[config.mk]
export PLATFORM = sky130hd
export DESIGN_NAME = base_integer_instruction_decoder
export DESIGN_NICKNAME = d
export VERILOG_FILES = /design/src/rtl/bid_pkg.sv /design/src/rtl/bid_classify.sv /design/src/rtl/bid_imm.sv /design/src/rtl/base_integer_instruction_decoder.sv
export VERILOG_INCLUDE_DIRS = /design/src /design/src/rtl
export SDC_FILE = /design/constraint.sdc
export NUM_CORES = 1
export LEC_CHECK = 0
export ABC_AREA = 1
export BUFFER_PORTS_ARGS = -buffer_cell sky130_fd_sc_hd__buf_2
export CORE_UTILIZATION = 55
export CTS_BUF_LIST = sky130_fd_sc_hd__clkbuf_4 sky130_fd_sc_hd__clkbuf_8
export DETAILED_ROUTE_END_ITERATION = 6
export HOLD_SLACK_MARGIN = 0.03
export PLACE_DENSITY = 0.88
export SYNTH_ARGS = -nofsm -noshare
export SYNTH_HDL_FRONTEND = slang
export SYNTH_SLANG_ARGS = --single-unit
[constraint.sdc]
create_clock -name i_clk -period 12.2 [get_ports i_clk]
set_clock_uncertainty 0.2 [all_clocks]
set_input_delay 2.44 -clock i_clk [delete_from_list [all_inputs] [get_ports i_clk]]
set_output_delay 2.44 -clock i_clk [all_outputs]
set_load 0.02 [all_outputs]
[src/rtl/base_integer_instruction_decoder_defines.svh]
// Assertion macros for the base integer instruction decoder.
`ifndef BASE_INTEGER_INSTRUCTION_DECODER_DEFINES_SVH
`define BASE_INTEGER_INSTRUCTION_DECODER_DEFINES_SVH

// Same-cycle implication, off while reset is held
`define BID_ASSERT_NOW(label, clk, rst_n, ante, cons, msg) \
    label: assert property (@(posedge clk) disable iff (!rst_n) (ante) |-> (cons)) \
        else $error(msg);

// Next-cycle implication, off while reset is held
`define BID_ASSERT_NEXT(label, clk, rst_n, ante, cons, msg) \
    label: assert property (@(posedge clk) disable iff (!rst_n) (ante) |=> (cons)) \
        else $error(msg);

`endif

[src/rtl/bid_pkg.sv]
// Shared types and constants for the base integer instruction decoder.
package bid_pkg;

    // Decoded operation, in base integer ISA order
    typedef enum logic [5:0] {
        OP_INVALID = 6'd0,
        OP_LUI     = 6'd1,
        OP_AUIPC   = 6'd2,
        OP_JAL     = 6'd3,
        OP_JALR    = 6'd4,
        OP_BEQ     = 6'd5,
        OP_BNE     = 6'd6,
        OP_BLT     = 6'd7,
        OP_BGE     = 6'd8,
        OP_BLTU    = 6'd9,
        OP_BGEU    = 6'd10,
        OP_LB      = 6'd11,
        OP_LH      = 6'd12,
        OP_LW      = 6'd13,
        OP_LBU     = 6'd14,
        OP_LHU     = 6'd15,
        OP_SB      = 6'd16,
        OP_SH      = 6'd17,
        OP_SW      = 6'd18,
        OP_ADDI    = 6'd19,
        OP_SLTI    = 6'd20,
        OP_SLTIU   = 6'd21,
        OP_XORI    = 6'd22,
        OP_ORI     = 6'd23,
        OP_ANDI    = 6'd24,
        OP_SLLI    = 6'd25,
        OP_SRLI    = 6'd26,
        OP_SRAI    = 6'd27,
        OP_ADD     = 6'd28,
        OP_SUB     = 6'd29,
        OP_SLL     = 6'd30,
        OP_SLT     = 6'd31,
        OP_SLTU    = 6'd32,
        OP_XOR     = 6'd33,
        OP_SRL     = 6'd34,
        OP_SRA     = 6'd35,
        OP_OR      = 6'd36,
        OP_AND     = 6'd37
    } t_op;

    // Encoding format
    typedef enum logic [2:0] {
        FMT_NONE = 3'd0,
        FMT_R    = 3'd1,
        FMT_I    = 3'd2,
        FMT_S    = 3'd3,
        FMT_B    = 3'd4,
        FMT_U    = 3'd5,
        FMT_J    = 3'd6
    } t_fmt;

    // Result of classification
    typedef struct packed {
        t_op  op;
        t_fmt fmt;
    } t_decode;

    // Major opcodes
    localparam logic [6:0] OPC_LUI    = 7'h37;
    localparam logic [6:0] OPC_AUIPC  = 7'h17;
    localparam logic [6:0] OPC_JAL    = 7'h6F;
    localparam logic [6:0] OPC_JALR   = 7'h67;
    localparam logic [6:0] OPC_BRANCH = 7'h63;
    localparam logic [6:0] OPC_LOAD   = 7'h03;
    localparam logic [6:0] OPC_STORE  = 7'h23;
    localparam logic [6:0] OPC_OP_IMM = 7'h13;
    localparam logic [6:0] OPC_OP     = 7'h33;

    // funct7 values
    localparam logic [6:0] F7_BASE = 7'h00;
    localparam logic [6:0] F7_ALT  = 7'h20;

    // funct3 values
    localparam logic [2:0] F3_0 = 3'd0;
    localparam logic [2:0] F3_1 = 3'd1;
    localparam logic [2:0] F3_2 = 3'd2;
    localparam logic [2:0] F3_3 = 3'd3;
    localparam logic [2:0] F3_4 = 3'd4;
    localparam logic [2:0] F3_5 = 3'd5;
    localparam logic [2:0] F3_6 = 3'd6;
    localparam logic [2:0] F3_7 = 3'd7;

endpackage

[src/rtl/bid_classify.sv]
// Operation and format classification from opcode, funct3 and funct7.
module bid_classify (
    input  logic [31:0]           i_word,
    output bid_pkg::t_decode      o_decode
);
    import bid_pkg::*;

    logic [6:0] w_opc;
    logic [2:0] w_f3;
    logic [6:0] w_f7;
    t_op        w_op;
    t_fmt       w_fmt;

    assign w_opc = i_word[6:0];
    assign w_f3  = i_word[14:12];
    assign w_f7  = i_word[31:25];

    // Opcode decode, then funct3/funct7 refine the operation
    always_comb begin
        w_op  = OP_INVALID;
        w_fmt = FMT_NONE;
        unique case (w_opc)
            OPC_LUI: begin
                w_op  = OP_LUI;
                w_fmt = FMT_U;
            end
            OPC_AUIPC: begin
                w_op  = OP_AUIPC;
                w_fmt = FMT_U;
            end
            OPC_JAL: begin
                w_op  = OP_JAL;
                w_fmt = FMT_J;
            end
            OPC_JALR: begin
                w_fmt = FMT_I;
                if (w_f3 == F3_0) begin
                    w_op = OP_JALR;
                end
            end
            OPC_BRANCH: begin
                w_fmt = FMT_B;
                unique case (w_f3)
                    F3_0:    w_op = OP_BEQ;
                    F3_1:    w_op = OP_BNE;
                    F3_4:    w_op = OP_BLT;
                    F3_5:    w_op = OP_BGE;
                    F3_6:    w_op = OP_BLTU;
                    F3_7:    w_op = OP_BGEU;
                    default: w_op = OP_INVALID;
                endcase
            end
            OPC_LOAD: begin
                w_fmt = FMT_I;
                unique case (w_f3)
                    F3_0:    w_op = OP_LB;
                    F3_1:    w_op = OP_LH;
                    F3_2:    w_op = OP_LW;
                    F3_4:    w_op = OP_LBU;
                    F3_5:    w_op = OP_LHU;
                    default: w_op = OP_INVALID;
                endcase
            end
            OPC_STORE: begin
                w_fmt = FMT_S;
                unique case (w_f3)
                    F3_0:    w_op = OP_SB;
                    F3_1:    w_op = OP_SH;
                    F3_2:    w_op = OP_SW;
                    default: w_op = OP_INVALID;
                endcase
            end
            OPC_OP_IMM: begin
                w_fmt = FMT_I;
                unique case (w_f3)
                    F3_0: w_op = OP_ADDI;
                    F3_1: w_op = (w_f7 == F7_BASE) ? OP_SLLI : OP_INVALID;
                    F3_2: w_op = OP_SLTI;
                    F3_3: w_op = OP_SLTIU;
                    F3_4: w_op = OP_XORI;
                    F3_5: begin
                        if (w_f7 == F7_BASE) begin
                            w_op = OP_SRLI;
                        end else if (w_f7 == F7_ALT) begin
                            w_op = OP_SRAI;
                        end
                    end
                    F3_6: w_op = OP_ORI;
                    F3_7: w_op = OP_ANDI;
                endcase
            end
            OPC_OP: begin
                w_fmt = FMT_R;
                if (w_f7 == F7_BASE) begin
                    unique case (w_f3)
                        F3_0: w_op = OP_ADD;
                        F3_1: w_op = OP_SLL;
                        F3_2: w_op = OP_SLT;
                        F3_3: w_op = OP_SLTU;
                        F3_4: w_op = OP_XOR;
                        F3_5: w_op = OP_SRL;
                        F3_6: w_op = OP_OR;
                        F3_7: w_op = OP_AND;
                    endcase
                end else if (w_f7 == F7_ALT && w_f3 == F3_0) begin
                    w_op = OP_SUB;
                end else if (w_f7 == F7_ALT && w_f3 == F3_5) begin
                    w_op = OP_SRA;
                end
            end
            default: begin
                w_op  = OP_INVALID;
                w_fmt = FMT_NONE;
            end
        endcase
        // an unrecognised word carries no format
        if (w_op == OP_INVALID) begin
            w_fmt = FMT_NONE;
        end
    end

    assign o_decode.op  = w_op;
    assign o_decode.fmt = w_fmt;

endmodule

[src/rtl/bid_imm.sv]
// Immediate assembly and sign extension, selected by encoding format.
module bid_imm (
    input  logic [31:0]        i_word,
    input  bid_pkg::t_fmt      i_fmt,
    output logic [31:0]        o_imm
);
    import bid_pkg::*;

    logic [31:0] w_imm_i;
    logic [31:0] w_imm_s;
    logic [31:0] w_imm_b;
    logic [31:0] w_imm_u;
    logic [31:0] w_imm_j;

    // Per-format immediates; bit 31 is the sign in every format
    assign w_imm_i = {{20{i_word[31]}}, i_word[31:20]};
    assign w_imm_s = {{20{i_word[31]}}, i_word[31:25], i_word[11:7]};
    assign w_imm_b = {{19{i_word[31]}}, i_word[31], i_word[7], i_word[30:25],
                      i_word[11:8], 1'b0};
    assign w_imm_u = {i_word[31:12], 12'd0};
    assign w_imm_j = {{11{i_word[31]}}, i_word[31], i_word[19:12], i_word[20],
                      i_word[30:21], 1'b0};

    // Format select; R and invalid give zero
    always_comb begin
        unique case (i_fmt)
            FMT_I:   o_imm = w_imm_i;
            FMT_S:   o_imm = w_imm_s;
            FMT_B:   o_imm = w_imm_b;
            FMT_U:   o_imm = w_imm_u;
            FMT_J:   o_imm = w_imm_j;
            default: o_imm = 32'd0;
        endcase
    end

endmodule

[src/rtl/base_integer_instruction_decoder.sv]
// Top level of the base integer instruction decoder: handshake and pipeline registers.
// Decodes one RV32I instruction word per item into operation, format, register fields and
// the sign-extended immediate. One item is taken every cycle while the output is not
// stalled; each item passes through the input register and then the result register,
// with the decode logic between the two. Both stages advance
// independently, so one more item is taken while a finished result waits to be collected.
// There is no state beyond the pipeline and no configuration.
`include "base_integer_instruction_decoder_defines.svh"

module base_integer_instruction_decoder (
    input  logic               i_clk,
    input  logic               i_rst_n,
    input  logic               i_valid,
    output logic               o_stall,
    input  logic [31:0]        i_instruction_word,
    output logic               o_valid,
    input  logic               i_stall,
    output logic [5:0]         o_operation,
    output logic [2:0]         o_encoding_format,
    output logic [4:0]         o_dest_register,
    output logic [4:0]         o_source_register_one,
    output logic [4:0]         o_source_register_two,
    output logic signed [31:0] o_immediate_value
);
    import bid_pkg::*;

    logic        r_in_valid;
    logic        n_in_valid;
    logic [31:0] r_word;
    logic        r_out_valid;
    logic        n_out_valid;
    t_decode     r_decode;
    logic [31:0] r_imm;
    logic [4:0]  r_rd;
    logic [4:0]  r_rs1;
    logic [4:0]  r_rs2;

    logic        w_in_ready;
    logic        w_out_ready;
    t_decode     w_decode;
    logic [31:0] w_imm;

    // Stage advance: result register frees when empty or collected
    assign w_out_ready = !r_out_valid || !i_stall;
    assign w_in_ready  = !r_in_valid || w_out_ready;
    assign o_stall     = !w_in_ready;

    assign n_in_valid  = w_in_ready ? i_valid : r_in_valid;
    assign n_out_valid = w_out_ready ? r_in_valid : r_out_valid;

    // Decode logic between the two registers
    bid_classify u_classify (
        .i_word   (r_word),
        .o_decode (w_decode)
    );

    bid_imm u_imm (
        .i_word (r_word),
        .i_fmt  (w_decode.fmt),
        .o_imm  (w_imm)
    );

    // Valid flags
    always_ff @(posedge i_clk) begin
        if (!i_rst_n) begin
            r_in_valid  <= 1'b0;
            r_out_valid <= 1'b0;
        end else begin
            r_in_valid  <= n_in_valid;
            r_out_valid <= n_out_valid;
        end
    end

    // Input register
    always_ff @(posedge i_clk) begin
        if (w_in_ready && i_valid) begin
            r_word <= i_instruction_word;
        end
    end

    // Result register
    always_ff @(posedge i_clk) begin
        if (w_out_ready && r_in_valid) begin
            r_decode <= w_decode;
            r_imm    <= w_imm;
            r_rd     <= r_word[11:7];
            r_rs1    <= r_word[19:15];
            r_rs2    <= r_word[24:20];
        end
    end

    assign o_valid               = r_out_valid;
    assign o_operation           = r_decode.op;
    assign o_encoding_format     = r_decode.fmt;
    assign o_dest_register       = r_rd;
    assign o_source_register_one = r_rs1;
    assign o_source_register_two = r_rs2;
    assign o_immediate_value     = $signed(r_imm);

    // Checks
    `BID_ASSERT_NOW(a_invalid_clean, i_clk, i_rst_n,
        o_valid && o_operation == OP_INVALID,
        o_encoding_format == FMT_NONE && o_immediate_value == 32'sd0,
        "invalid item with format or immediate set")
    `BID_ASSERT_NOW(a_rfmt_no_imm, i_clk, i_rst_n,
        o_valid && o_encoding_format == FMT_R,
        o_immediate_value == 32'sd0,
        "R-format item with non-zero immediate")
    `BID_ASSERT_NOW(a_ufmt_low_zero, i_clk, i_rst_n,
        o_valid && o_encoding_format == FMT_U,
        o_immediate_value[11:0] == 12'd0,
        "U-format immediate with low bits set")
    `BID_ASSERT_NEXT(a_held_item_kept, i_clk, i_rst_n,
        r_in_valid && !w_out_ready,
        r_in_valid,
        "item in input register lost while result stalled")
    `BID_ASSERT_NOW(a_stall_only_full, i_clk, i_rst_n,
        o_stall,
        r_in_valid && r_out_valid && i_stall,
        "input stalled while a stage was free")

endmodule

==> flow_metrics.tcl <==
set metrics [dict create \
    outcome "completed" \
    seq_area_frac_synth_pct 63.4 \
    power_leakage_nw 2.47 \
    antenna_found_initial 0 \
    drive_gt1_share_pct 39.8 \
    dp_hpwl_um 5890 \
    syn-cell-area_mm2 0.00439 \
    critPathArrivalTime_ps 2930 \
    cts_resized 0 \
    grt-ovfl-total 0 \
    timing.fmax_ghz 0.180 \
    hold_buffers 0 \
    crit_required_ps 9560 \
    cts_tree "built" \
    crit_path_frequent_cell "buf_2" \
    synth-seq-cells 95 \
    post_cts_buffers 0 \
    cp-start-kind "input port" \
    ant_nets 0 \
    hold_viol 0 \
    slowest_delay_ps 180 \
    synthCells 369 \
    hold_class "flop to flop" \
    clkTransAtPathRegs_ps 100 \
    highest_layer "met4" \
    finalSetupTns_ps 0 \
    rsz0062_at_grt "no" \
    wl_per_cell_um 13.7 \
    coreArea_mm2 0.00773 \
    initial_utilization_pct 56.8 \
    finish.net_count 507 \
    final_max_slew_viol_count 0 \
    hold_ws_ps 257 \
    viasPerCell 5.02 \
    clockBufferDepth 2 \
    synth_warnings 0 \
    routed_wirelength_um 7890 \
    setup_viol 0 \
    fin_crit_sh_pct 45.7 \
    synth.largest_area_cell "edfxtp_1" \
    track_usage_pct 20.0 \
    synth_ff_type "edfxtp_1" \
    grt_pass1_wl_um 12500 \
    max_cap_violations 0 \
    slew_headroom_pct 42.4 \
    n_fill_cell 546 \
    crit_chain "buf_2, nand2_1, nor2_1, buf_2" \
    drtIter0Drc 146 \
    htree_levels 3 \
    avgSynthCellArea_um2 11.9 \
    synth.area.top_cells "edfxtp_1 60%, nand3_2 6.8%, nand2_1 6.7%, dfxtp_1 3.2%, inv_1 2.9%" \
    finalWorstPathRequiredPeriod_ps 5570 \
    tightest_slew_ps 861 \
    die-area_mm2 0.00834 \
    ir_drop_uv 62.7 \
    die_x_um 91.3 \
    ios 94 \
    crit_slowest_cell "buf_2" \
    diodes 0 \
    clock_latency_ps 370 \
    clock-sinks 95 \
    wl_met1_um 3290 \
    syn2layout_area_growth_pct 16.7 \
    drc 0 \
    wl_met3_um 461 \
    synth.most_common_cell "edfxtp_1" \
    syn_nets 409 \
    rrSetupSlack_ps 9260 \
    whs_path_depth 0 \
    crit_fanout 2 \
    synth_top_area_share_pct 60.2 \
    cts_buffers 9 \
    wl_met2_um 4070 \
    crit_type "input port to primary output" \
    drtPass1Iterations 4 \
    grt_max_degree 57 \
    cp-end-kind "primary output" \
    netlist_top_cells_count "88 x edfxtp_1, 78 x nand2_1, 34 x inv_1" \
    cts-root-buf "clkbuf_8" \
    die_y_um 91.3 \
    num_rows 32 \
    synth.distinct_cells 34 \
    grt_pass1_vias 2597 \
    r2r_cells 11 \
    synth_edf_count 88 \
    p_per_area_mw_per_mm2 123 \
    vias 2882 \
    globalplace.congestion 0.929 \
    io_buffer_count 93 \
    async_reset_ff_share_pct 0 \
]
==> kinds of logic (layout without fill, tap and decap cells) <==
logic type | Yosys count | count (layout) | share of synthesized area (%)
AO/OA/AOI/OAI | 16 | 16 | 2.11
adder cells (fa/ha/maj) | 4 | 4 | 1.14
buffers and inverters | 51 | 154 | 5.65
flip-flops | 95 | 95 | 63.4
AND/OR/NAND/NOR | 203 | 203 | 27.7
==> registers in the layout, summed over array words and instances (netlist names), named ones only <==
register / flops
o_source_register_two: 5
o_dest_register: 5
r_in_valid: 1
o_encoding_format: 3
o_source_register_one: 5
r_word: 32
o_immediate_value: 32
o_operation: 6
o_valid: 1
==> through the flow <==
step,instance area (um2),power [mW],util [%],setup WS [ps],instances
4_1_cts,5120,0.634,66.3,6620,574
3_5_place_dp,4920,0.439,63.7,6620,558
3_3_place_gp,4920,0.436,63.7,6650,558
6_report,5120,0.631,66.3,6630,574
5_1_grt,5120,0.653,66.3,6580,574
2_1_floorplan,4390,0.421,-,6320,369
==> final timing paths <==
path	startpoint	end
min reg2reg	r_word[17]	o_source_register_one[2]
min	r_word[17]	o_source_register_one[2]
max	i_stall	o_stall
max reg2reg	r_word[3]	o_immediate_value[12]
==> worst max-delay path, delay by kind of cell <==
family	cells	cell delay (ps)
buffers and inverters	2	290
and+or+nand+nor	2	190
==> layer usage <==
| metal | vias up | global-route usage [%] |
|---|---|---|
| met5 | - | 0 |
| met4 | 0 | 7.28 |
| met3 | 7 | 4.44 |
| met2 | 102 | 34.1 |
| met1 | 1327 | 25.1 |
| li1 | 1446 | - |
==> report_power, final <==
group / switching [mW] / internal [mW]
Sequential: 0.00984 / 0.372
Combinational: 0.0331 / 0.0159
Clock: 0.120 / 0.0804
Total: 0.163 / 0.468
==> layout by cell type, fill, tap and decap left out, types with 2 or more instances in the layout <==
cell type / synthesis / layout
a21oi_1: 7 / 6
buf_2: 0 / 93
buf_4: 3 / 2
clkbuf_8: 0 / 9
clkinv_4: 0 / 3
dfxtp_1: 7 / 7
edfxtp_1: 88 / 88
ha_1: 4 / 4
inv_1: 34 / 34
inv_2: 7 / 7
inv_8: 0 / 2
nand2_1: 78 / 78
nand2_2: 9 / 9
nand2_4: 6 / 6
nand3_1: 25 / 25
nand3_2: 30 / 30
nand3_4: 2 / 2
nor2_1: 26 / 26
nor2_2: 7 / 7
nor2_4: 8 / 8
nor2_8: 2 / 2
nor3_1: 6 / 6
o21ai_0: 4 / 4
==> final cells by class <==
cell class / instances / area, um2 / area share (%)
multi-input combinational: 223 / 1370 / 26.7
sequential: 95 / 2780 / 54.3
clock buffer: 9 / 124 / 2.42
clock inverter: 7 / 73.8 / 1.44
inverter: 43 / 164 / 3.20
timing repair buffer: 95 / 480 / 9.38
tap: 102 / 128 / 2.49
(Power assumes the default switching activity.)
